===== src/hdl/instruction_format_decoder_core_defines.svh =====
// assertion macros for the instruction format decoder
`ifndef INSTRUCTION_FORMAT_DECODER_CORE_DEFINES_SVH
`define INSTRUCTION_FORMAT_DECODER_CORE_DEFINES_SVH

// antecedent implies consequent in the same cycle
`define IFD_ASSERT_SAME(lbl, clk, rst_n, ante, cons, msg) \
    lbl: assert property (@(posedge clk) disable iff (!rst_n) (ante) |-> (cons)) \
        else $error(msg);

// antecedent implies consequent in the next cycle
`define IFD_ASSERT_NEXT(lbl, clk, rst_n, ante, cons, msg) \
    lbl: assert property (@(posedge clk) disable iff (!rst_n) (ante) |=> (cons)) \
        else $error(msg);

`endif


===== src/hdl/ifd_pkg.sv =====
// types and constants for the instruction format decoder
package ifd_pkg;

    localparam int OFFSET_W = 24;
    localparam int HALF_W   = 16;
    localparam int ROM_W    = 25;
    localparam int OP_W     = 6;
    localparam int REG_W    = 5;
    localparam int COND_W   = 4;
    localparam int IMM_W    = 26;
    localparam int LEN_W    = 3;

    typedef enum logic [2:0] {
        FMT_I   = 3'd0,
        FMT_II  = 3'd1,
        FMT_III = 3'd2,
        FMT_IV  = 3'd3,
        FMT_V   = 3'd4,
        FMT_VI  = 3'd5,
        FMT_VII = 3'd6
    } t_format;

    localparam logic [OP_W-1:0]  OP_LONG_MIN    = 6'h28;
    localparam logic [OP_W-1:0]  OP_EXT         = 6'h3E;
    localparam logic [OP_W-1:0]  OP_UNDEF_A     = 6'h1B;
    localparam logic [OP_W-1:0]  OP_UNDEF_B     = 6'h32;
    localparam logic [OP_W-1:0]  OP_UNDEF_C     = 6'h36;
    localparam logic [OP_W-1:0]  OP_FMT_I_MIN   = 6'h00;
    localparam logic [OP_W-1:0]  OP_FMT_I_MAX   = 6'h0F;
    localparam logic [OP_W-1:0]  OP_FMT_II_MIN  = 6'h10;
    localparam logic [OP_W-1:0]  OP_FMT_II_MAX  = 6'h1F;
    localparam logic [OP_W-1:0]  OP_FMT_III_MIN = 6'h20;
    localparam logic [OP_W-1:0]  OP_FMT_III_MAX = 6'h27;
    localparam logic [OP_W-1:0]  OP_FMT_IV_A    = 6'h2A;
    localparam logic [OP_W-1:0]  OP_FMT_IV_B    = 6'h2B;
    localparam logic [OP_W-1:0]  OP_FMT_V_A     = 6'h28;
    localparam logic [OP_W-1:0]  OP_FMT_V_B     = 6'h29;
    localparam logic [OP_W-1:0]  OP_FMT_V_LO    = 6'h2C;
    localparam logic [OP_W-1:0]  OP_FMT_V_HI    = 6'h2F;
    localparam logic [OP_W-1:0]  OP_FMT_VI_MIN  = 6'h30;
    localparam logic [OP_W-1:0]  SUB_DEF_0      = 6'h00;
    localparam logic [OP_W-1:0]  SUB_DEF_LO     = 6'h02;
    localparam logic [OP_W-1:0]  SUB_DEF_HI     = 6'h0C;
    localparam logic [LEN_W-1:0] LEN_SHORT      = 3'd2;
    localparam logic [LEN_W-1:0] LEN_LONG       = 3'd4;
    localparam logic [LEN_W-1:0] LEN_NONE       = 3'd0;

endpackage


===== src/hdl/instruction_format_decoder_core.sv =====
// instruction format decoder: offset check, format classification and field extraction
//
//  channel | direction | handshake                     | payload
//  in      | to core   | i_in_valid / o_in_stall       | offset, first and second halfword
//  out     | from core | o_out_valid / i_out_stall     | fetch_ok .. defined_op
//  cfg     | to core   | i_cfg_valid / o_cfg_ready     | image size in bytes
//
//  one word per cycle unless the result side stalls; path: input register, decode, result register
//  a single combinational decode stage lies between the two registers
//  synchronous active-low reset empties both stages and clears the image size
//  a stalled result holds the result register; one more word still enters the input register
//  cfg writes are always taken, o_cfg_ready is held high
module instruction_format_decoder_core
    import ifd_pkg::*;
(
    input  logic                       i_clk,
    input  logic                       i_rst_n,
    input  logic                       i_cfg_valid,
    output logic                       o_cfg_ready,
    input  logic [ROM_W-1:0]           i_cfg_data,
    input  logic                       i_in_valid,
    output logic                       o_in_stall,
    input  logic [OFFSET_W-1:0]        i_fetch_offset,
    input  logic [HALF_W-1:0]          i_first_half,
    input  logic [HALF_W-1:0]          i_second_half,
    output logic                       o_out_valid,
    input  logic                       i_out_stall,
    output logic                       o_fetch_ok,
    output logic [2:0]                 o_format_kind,
    output logic [LEN_W-1:0]           o_length_bytes,
    output logic [OP_W-1:0]            o_major_opcode,
    output logic [REG_W-1:0]           o_first_reg,
    output logic [REG_W-1:0]           o_second_reg,
    output logic [COND_W-1:0]          o_branch_cond,
    output logic [OP_W-1:0]            o_sub_opcode,
    output logic signed [IMM_W-1:0]    o_immediate,
    output logic                       o_defined_op
);

    logic [ROM_W-1:0]    r_image_bytes;
    logic                r_s1_vld;
    logic [OFFSET_W-1:0] r_off;
    logic [HALF_W-1:0]   r_hw1;
    logic [HALF_W-1:0]   r_hw2;
    logic                adv;

    logic                n_ok;
    t_format             n_fmt;
    logic [LEN_W-1:0]    n_len;
    logic [OP_W-1:0]     n_op;
    logic [REG_W-1:0]    n_reg1;
    logic [REG_W-1:0]    n_reg2;
    logic [COND_W-1:0]   n_cond;
    logic [OP_W-1:0]     n_sub;
    logic [IMM_W-1:0]    n_imm;
    logic                n_def;

    logic                r_out_vld;
    logic                r_ok;
    logic [2:0]          r_fmt;
    logic [LEN_W-1:0]    r_len;
    logic [OP_W-1:0]     r_op;
    logic [REG_W-1:0]    r_reg1;
    logic [REG_W-1:0]    r_reg2;
    logic [COND_W-1:0]   r_cond;
    logic [OP_W-1:0]     r_sub;
    logic [IMM_W-1:0]    r_imm;
    logic                r_def;

    assign o_cfg_ready = 1'b1;
    assign adv         = !r_out_vld || !i_out_stall;
    assign o_in_stall  = r_s1_vld && !adv;

    // config register
    always_ff @(posedge i_clk) begin
        if (!i_rst_n) begin
            r_image_bytes <= '0;
        end else if (i_cfg_valid) begin
            r_image_bytes <= i_cfg_data;
        end
    end

    // input register
    always_ff @(posedge i_clk) begin
        if (!i_rst_n) begin
            r_s1_vld <= 1'b0;
        end else if (!o_in_stall) begin
            r_s1_vld <= i_in_valid;
        end
    end

    always_ff @(posedge i_clk) begin
        if (!o_in_stall && i_in_valid) begin
            r_off <= i_fetch_offset;
            r_hw1 <= i_first_half;
            r_hw2 <= i_second_half;
        end
    end

    // decode
    always_comb begin
        logic [OP_W-1:0]  op;
        logic [LEN_W-1:0] len;
        logic [ROM_W:0]   end_pos;
        t_format          fmt;
        logic [COND_W-1:0] cond;
        logic [OP_W-1:0]  sub;
        logic [IMM_W-1:0] imm;
        logic             def;

        op      = r_hw1[15:10];
        len     = (op >= OP_LONG_MIN) ? LEN_LONG : LEN_SHORT;
        end_pos = {2'b00, r_off} + {{(ROM_W+1-LEN_W){1'b0}}, len};
        cond    = '0;
        sub     = '0;
        imm     = '0;

        case (op) inside
            [OP_FMT_I_MIN:OP_FMT_I_MAX]: begin
                fmt = FMT_I;
            end
            [OP_FMT_II_MIN:OP_FMT_II_MAX]: begin
                fmt = FMT_II;
                imm = {{(IMM_W-5){r_hw1[4]}}, r_hw1[4:0]};
            end
            [OP_FMT_III_MIN:OP_FMT_III_MAX]: begin
                fmt  = FMT_III;
                cond = r_hw1[12:9];
                imm  = {{(IMM_W-9){r_hw1[8]}}, r_hw1[8:0]};
            end
            OP_FMT_IV_A, OP_FMT_IV_B: begin
                fmt = FMT_IV;
                imm = {r_hw1[9:0], r_hw2};
            end
            OP_FMT_V_A, OP_FMT_V_B, [OP_FMT_V_LO:OP_FMT_V_HI]: begin
                fmt = FMT_V;
                imm = {{(IMM_W-HALF_W){r_hw2[15]}}, r_hw2};
            end
            OP_EXT: begin
                fmt = FMT_VII;
                sub = r_hw2[15:10];
            end
            default: begin
                fmt = FMT_VI;
                imm = {{(IMM_W-HALF_W){r_hw2[15]}}, r_hw2};
            end
        endcase

        if (op == OP_UNDEF_A || op == OP_UNDEF_B || op == OP_UNDEF_C) begin
            def = 1'b0;
        end else if (op == OP_EXT) begin
            def = (sub == SUB_DEF_0) || (sub >= SUB_DEF_LO && sub <= SUB_DEF_HI);
        end else begin
            def = 1'b1;
        end

        n_ok = (end_pos <= {1'b0, r_image_bytes});
        if (n_ok) begin
            n_fmt  = fmt;
            n_len  = len;
            n_op   = op;
            n_reg1 = r_hw1[4:0];
            n_reg2 = r_hw1[9:5];
            n_cond = cond;
            n_sub  = sub;
            n_imm  = imm;
            n_def  = def;
        end else begin
            n_fmt  = FMT_I;
            n_len  = LEN_NONE;
            n_op   = '0;
            n_reg1 = '0;
            n_reg2 = '0;
            n_cond = '0;
            n_sub  = '0;
            n_imm  = '0;
            n_def  = 1'b0;
        end
    end

    // result register
    always_ff @(posedge i_clk) begin
        if (!i_rst_n) begin
            r_out_vld <= 1'b0;
        end else if (adv) begin
            r_out_vld <= r_s1_vld;
        end
    end

    always_ff @(posedge i_clk) begin
        if (adv && r_s1_vld) begin
            r_ok   <= n_ok;
            r_fmt  <= n_fmt;
            r_len  <= n_len;
            r_op   <= n_op;
            r_reg1 <= n_reg1;
            r_reg2 <= n_reg2;
            r_cond <= n_cond;
            r_sub  <= n_sub;
            r_imm  <= n_imm;
            r_def  <= n_def;
        end
    end

    assign o_out_valid    = r_out_vld;
    assign o_fetch_ok     = r_ok;
    assign o_format_kind  = r_fmt;
    assign o_length_bytes = r_len;
    assign o_major_opcode = r_op;
    assign o_first_reg    = r_reg1;
    assign o_second_reg   = r_reg2;
    assign o_branch_cond  = r_cond;
    assign o_sub_opcode   = r_sub;
    assign o_immediate    = $signed(r_imm);
    assign o_defined_op   = r_def;

    `include "instruction_format_decoder_core_defines.svh"

    `IFD_ASSERT_SAME(a_fail_zero, i_clk, i_rst_n, r_out_vld && !r_ok, r_len == LEN_NONE && r_imm == '0 && r_fmt == FMT_I && r_def == 1'b0, "failed fetch with nonzero fields")
    `IFD_ASSERT_SAME(a_len_op, i_clk, i_rst_n, r_out_vld && r_ok, (r_len == LEN_LONG) == (r_op >= OP_LONG_MIN), "length does not match opcode")
    `IFD_ASSERT_SAME(a_sub_fmt, i_clk, i_rst_n, r_out_vld && r_fmt != FMT_VII, r_sub == '0, "subopcode outside extended format")
    `IFD_ASSERT_NEXT(a_in_taken, i_clk, i_rst_n, i_in_valid && !o_in_stall, r_s1_vld, "accepted word lost at input register")

endmodule


===== config.mk =====
export PLATFORM = sky130hd
export DESIGN_NAME = instruction_format_decoder_core
export DESIGN_NICKNAME = d
export VERILOG_FILES = /design/src/hdl/ifd_pkg.sv /design/src/hdl/instruction_format_decoder_core.sv
export VERILOG_INCLUDE_DIRS = /design/src /design/src/hdl
export SDC_FILE = /design/constraint.sdc
export NUM_CORES = 1
export LEC_CHECK = 0
export ABC_AREA = 1
export BUFFER_PORTS_ARGS = -buffer_cell sky130_fd_sc_hd__clkbuf_2
export CAP_MARGIN = 20
export CORE_MARGIN = 10
export CORE_UTILIZATION = 47
export DETAILED_ROUTE_END_ITERATION = 10
export PLACE_DENSITY = 0.71
export SYNTH_ARGS = -nofsm -noshare
export SYNTH_HDL_FRONTEND = slang
export SYNTH_SLANG_ARGS = --single-unit

===== constraint.sdc =====
create_clock -name i_clk -period 3.6 [get_ports i_clk]
set_clock_uncertainty 0.05 [all_clocks]
set_input_delay 0.18 -clock i_clk [delete_from_list [all_inputs] [get_ports i_clk]]
set_output_delay 0.18 -clock i_clk [all_outputs]
set_load 0.005 [all_outputs]

==> results of run 1 <==
-- metal layers --
| metal | vias to the layer above | global-route usage (%) |
|---|---|---|
| met5 | - | 0 |
| met4 | 0 | 9.192 |
| met3 | 37 | 4.843 |
| met2 | 232 | 32.51 |
| met1 | 2547 | 21.54 |
| li1 | 2576 | - |
-- worst max-delay path, cell delays in order (launching register included) --
cell and delay, ns:
edfxtp_1 0.42, inv_2 0.11, nor2_4 0.04, nand2_2 0.05
nand2_2 0.06, buf_6 0.13, ha_4 0.26, a21oi_2 0.05
nor2_2 0.17, nand4_4 0.16, nor2_4 0.14, buf_6 0.13
nand2_1 0.07, xnor2_1 0.14, ha_1 0.35, nand2_1 0.10
nor2_2 0.09, nand2_1 0.07, nor3_2 0.13, buf_4 0.15
nand2_4 0.05, nand2_4 0.11, buf_12 0.16, nand2_8 0.12
nor2_4 0.13
-- per-stage QoR --
stage                     area [um^2]  util, %  worst slack, ns
after detailed placement         7473    55.99          -0.1261
after global routing             9425    70.61          -0.2209
final                            9428    70.63          0.01154
after global placement           7453    55.84          0.03458
after floorplan                  6469        -          0.06551
after CTS                        9077    68.01         -0.03865
-- timing repair --
action                                  4_1_cts  5_1_grt
pin swaps                                    16       25
endpoints found under the setup margin       53       59
hold buffers                                 68        0
cloned                                        4        1
gates resized for setup                      32       56
setup buffers                                10        7
endpoints found under the hold margin        67        0
-- report_power, final --
group	leakage [uW]	switching [uW]	internal, uW
logic	0.00246	380	303
clock network	0.000313	671	1290
registers	0.00135	49.8	1900
-- cell families after synthesis --
logic type / Yosys count / synth area share [%]
adders and majority gates: 28 / 5.535
xor gates and xnor gates: 18 / 2.439
AOI/OAI and AO/OA: 109 / 9.058
DFF: 142 / 61.78
and+or+nand+nor: 204 / 14.15
buffers and inverters: 105 / 6.929
other: 2 / 0.1162
-- layout make-up --
type	instances	area, um^2	share of cell area (%)
Antenna cell	1	2.502	0.02654
Inverter	85	321.6	3.411
Clock buffer	19	432.9	4.592
Clock inverter	11	215.2	2.283
Timing Repair Buffer	254	1826	19.36
Tap cell	176	220.2	2.336
Sequential cell	142	3994	42.36
Multi-Input combinational cell	364	2416	25.63
-- worst max-delay path by stage --
stage,to,slack [ns],from
after global placement,o_immediate[10],0.03,r_hw1[15]
after global routing,o_immediate[23],-0.22,r_hw1[15]
final,o_immediate[10],0.01,r_hw1[15]
after floorplan,o_second_reg[3],0.07,r_hw1[14]
after CTS,o_immediate[14],-0.04,r_hw1[15]
after detailed placement,o_immediate[10],-0.13,r_hw1[15]
-- synthesized netlist by cell type (2+ instances only) --
cell type and number:
edfxtp_1 115, nor2_1 86, inv_1 78, nand2_1 71, a21oi_1 50, o21ai_0 38, dfxtp_1 27, ha_1 27
nand3_1 18, a31oi_1 10, xnor2_1 10, xor2_1 8, clkbuf_1 7, inv_2 7, nand4_1 7, buf_6 5
nor2_4 5, buf_2 4, o21ai_1 4, a21o_1 3, buf_4 3, nor2_2 3, conb_1 2, nand2_2 2
nand4_2 2, nor3_1 2, nor3_2 2
==> metrics.cfg, run 1 <==
[clock_tree]
cts.root.buffer_cell = clkbuf_16
tritoncts_clock_tree = built
h_tree_level_count = 4
cts_buffer_depth = 2
cts-buffers-inserted = 17
clk_latency_ns = 0.44
cts.sinks = 142
clkTransAtPathRegs_ns = 0.06

[route]
vias = 5392
remaining_drc_errors = 0
route.top_layer_used = met4
wl_met3_um = 1333
total_wire_length_after_detailed_routing_um = 18360
drt_pass1_iterations = 5
met1_length_um = 6980
detailed_routed_wire_length_on_met2_um = 9615
routed_wire_per_std_cell_um = 17.45
antenna_violating_nets_post_route = 0
drt-vias-per-instance = 5.125
detailedRoute.firstIterationViolations = 571

[power_and_ir_drop]
power_leakage_uw = 0.004122
powerDensity_nw_per_um2 = 486.9
worst_voltage_drop_across_the_vdd_grid_v = 0.0002743
finalPower_uw = 4590

[sta]
final_layout_worst_hold_slack_ns = -0.004632
timing_worst_slew_pin_value_ns = 0.7715
rsz_0062_raised_after_global_routing = true
slew_viol_final = 0
finalCritPeriodShare_pct = 99.68
highest_clock_frequency_the_design_can_meet_mhz = 278.7
period_minus_slack_ns = 3.588
finalHoldViolations = 2
setup-violations-final = 0
fin_tns_setup_ns = 0
worst_slew_margin_rel_pct = 48.57

[die]
placement_rows = 42
die_width_um = 137.3
initial_utilization_pct = 48.43
coreArea_um2 = 13350
die-height_um = 137.3
io-pin-count = 149
dieArea_um2 = 18850

[synthesis]
syn-num-nets = 722
synth-warning-count = 0
syn_avg_cell_area_um2 = 10.63
synthesized_area_um2 = 6465
postSynthCellCount = 608
async_flop_share_pct = 0
synth.top_cells.by_area = edfxtp_1, dfxtp_1, ha_1, nor2_1, inv_1
total_of_flip_flops_plus_latches_after_synthesis = 142
synth-edff-count = 115
netlist.top_cell.by_area = edfxtp_1
yosysSeqAreaShare_pct = 61.78
synth.distinct_cells = 39
synth_largest_type_area_fraction_pct = 53.42
synth_ff_type = edfxtp_1

[worst_setup_path]
worst-endpoint-arrival_ns = 3.83
worst-path-max-fanout = 7
r2r-start = r_hw1[15]
reg2reg_slack_ns = 0.01
end_kind = flip-flop
startpoint_type = flip-flop
path_class = reg2reg
worstReg2RegEnd = o_immediate[10]
worstPathRequired_ns = 3.84
reg2reg_depth = 24

[run]
drv_cap = 0

[finish]
largest_register_ffs = 26
nets = 978
post_route_insts_no_fill = 1052
mostFrequentLayoutCell = clkbuf_2
leading_cell_types_in_the_layout_fill_and_taps_excluded = clkbuf_2, edfxtp_1, inv_1
drive_gt1_share_pct = 34.06
fillers = 895
relative_area_change_from_synthesis_to_final_layout_pct = 45.83

[placed_design]
detailed_place_hpwl_um = 11090
gp_congestion = 0.8350
numPortBuffers = 146
dp_cells = 930

[hold_path]
min_path_type = in2reg
hold_depth = 3
hold_path.startpoint = i_cfg_data[4]
min_to = r_image_bytes[4]

[global_route]
global_route_usage_sum_pct = 18.94
grt_pass1_wl_um = 27350
grt.overflow.total = 0
first_global_vias = 5397
antenna_found_initial = 0
maximum_number_of_pins_on_one_net_before_global_route_repair = 60

[run_status]
status = finished with violations
failed_checks = negative hold slack

(Power assumes the default switching activity.)
==> inputs of run 2 (changes only) <==
--- a/config.mk
+++ b/config.mk
@@ -10,9 +10,10 @@
 export BUFFER_PORTS_ARGS = -buffer_cell sky130_fd_sc_hd__clkbuf_2
 export CAP_MARGIN = 20
 export CORE_MARGIN = 10
-export CORE_UTILIZATION = 47
+export CORE_UTILIZATION = 49
 export DETAILED_ROUTE_END_ITERATION = 10
-export PLACE_DENSITY = 0.71
+export PLACE_DENSITY = 0.73
+export REMOVE_ABC_BUFFERS = 1
 export SYNTH_ARGS = -nofsm -noshare
 export SYNTH_HDL_FRONTEND = slang
 export SYNTH_SLANG_ARGS = --single-unit
==> run 2 against run 1 <==
The run ends with negative hold slack, negative setup slack left. Clock power fell by 9%. Sequential cell count is the same. Total power is 5.8% lower. Global-route usage fell by 0.97 points.
==> metrics.cfg, run 2 (synthesized netlist as in run 1, its figures left out) <==
[run_status]
status = finished with violations
failed_checks = negative hold slack, negative setup slack

[route]
antenna_violating_nets_post_route = 0
detailedRoute.firstIterationViolations = 431
drt_pass1_iterations = 5
total_wire_length_after_detailed_routing_um = 16650
remaining_drc_errors = 0
drt-vias-per-instance = 5.069
routed_wire_per_std_cell_um = 15.98
vias = 5282

[power_and_ir_drop]
powerDensity_nw_per_um2 = 475.1
worst_voltage_drop_across_the_vdd_grid_v = 0.0002985
power_leakage_uw = 0.004025

[placed_design]
gp_congestion = 0.8266
place_worst_setup_slack_ns = -0.1350
numPortBuffers = 146
detailed_place_hpwl_um = 10990

[die]
coreArea_um2 = 12770
placement_rows = 41
die_width_um = 134.9
io-pin-count = 149
initial_utilization_pct = 50.61
dieArea_um2 = 18190
die-height_um = 134.9

[sta]
slew_viol_final = 0
finalHoldViolations = 1
finalCritPeriodShare_pct = 101.1
worst_slew_margin_rel_pct = 53.02
final_layout_worst_hold_slack_ns = -0.002146
fin_tns_setup_ns = -0.7419
timing_worst_slew_pin_value_ns = 0.7031
period_minus_slack_ns = 3.641
rsz_0062_raised_after_global_routing = true
setup-violations-final = 44
highest_clock_frequency_the_design_can_meet_mhz = 274.7
timing.final.ws_setup_ns = -0.04063

[finish]
mostFrequentLayoutCell = clkbuf_2
relative_area_change_from_synthesis_to_final_layout_pct = 40.74
finalCoreUtilization_pct = 71.23
leading_cell_types_in_the_layout_fill_and_taps_excluded = clkbuf_2, edfxtp_1, nor2_1
drive_gt1_share_pct = 29.31
antenna-diode-count = 0
nets = 971
largest_register_ffs = 26

[worst_setup_path]
startpoint_type = flip-flop
worstPathRequired_ns = 3.83
path_class = reg2reg
worst-path-max-fanout = 27
end_kind = flip-flop
worst-endpoint-arrival_ns = 3.87

[global_route]
first_global_vias = 5241
grt_pass1_wl_um = 25770
groute.layer.met2.usage_pct = 30.21
global_route_usage_sum_pct = 17.96
use_met1_pct = 20.61
met3_usage_pct = 4.933
maximum_number_of_pins_on_one_net_before_global_route_repair = 50
antenna_found_initial = 0
grt.overflow.total = 0
grt.busiest_layer = met2

[clock_tree]
cts_buffer_depth = 2
cts-buffers-inserted = 17
clk_latency_ns = 0.43
h_tree_level_count = 4
cts.sinks = 142
cts.root.buffer_cell = clkbuf_16
clkTransAtPathRegs_ns = 0.06
tritoncts_clock_tree = built

[run]
drv_cap = 0

[hold_path]
min_path_type = in2reg

[run 2: cell types whose count changed in the layout (fill, tap and decap cells not counted), sizes merged]
cell and change:
inv +2, clkinvlp +2, buf -9, nand2 -3
bufinv -3, dlygate4sd3 +5, diode -1, clkinv +1
[run 2: worst max-delay path, stage by stage, from the launching register on]
cell      delay [ns]
edfxtp_1        0.42
buf_4           0.16
nand2_1         0.07
nand2_2         0.07
buf_4           0.15
ha_1            0.27
a21oi_1         0.07
nor2_2          0.16
nand4_4         0.14
nor2_4          0.16
nand3_1         0.15
xnor2_1         0.22
ha_1            0.28
buf_4           0.14
a21oi_1         0.11
nand2_1         0.06
a21oi_1         0.22
nand3_2         0.16
nand2_8         0.13
nand2_8         0.14
nor2_1          0.15
[run 2: per-layer routing]
layer	vias to the layer above	share of wire (%)
met5	-	0
met4	0	2.8
met3	44	6.4
met2	208	51
met1	2477	40
li1	2553	-
[run 2: metrics by stage]
| step | instance area (um^2) | total power, uW | hold WS [ns] | cells |
|---|---|---|---|---|
| 2_1_floorplan | 6336 | 2232 | 0.2289 | 588 |
| 3_3_place_gp | 7461 | 2424 | 0.3072 | 925 |
| 3_5_place_dp | 7481 | 2447 | 0.3086 | 926 |
| 4_1_cts | 8874 | 4286 | 0.0005185 | 1034 |
| 5_1_grt | 9099 | 4490 | 0.01460 | 1042 |
| 6_report | 9099 | 4323 | -0.002146 | 1042 |
[run 2: path summary, 6_finish.rpt]
path / end / start / cells past startpoint / slack (ns)
hold reg to reg: r_image_bytes[10] / r_image_bytes[10] / 2 / 0.42
hold / removal: r_image_bytes[24] / i_cfg_data[24] / 3 / -0.002
setup / recovery: o_immediate[0] / r_hw1[14] / 20 / -0.04
setup reg to reg: o_immediate[0] / r_hw1[14] / 20 / -0.04
[run 2: where the power goes]
part           leakage (uW)  total, uW  switching [uW]  internal (uW)
Combinational       0.00239        601             325            276
Clock              0.000280       1780             687           1090
Sequential          0.00135       1940            46.6           1900
[run 2: area by class of cell]
class / instances / area (um^2)
Clock inverter: 13 / 163.9
Clock buffer: 19 / 432.9
Tap cell: 172 / 215.2
Timing Repair Buffer: 250 / 1773
Inverter: 85 / 324.1
Fill cell: 858 / 3675
Sequential cell: 142 / 3994
Multi-Input combinational cell: 361 / 2196
[run 2: repair_timing]
item / CTS / global route
cloned: 0 / 1
resized for setup: 12 / 30
endpoints found under the hold margin: 72 / 0
setup buffers: 3 / 6
setup endpoints to repair: 58 / 59
hold buffers: 73 / 0
pin swaps: 2 / 10
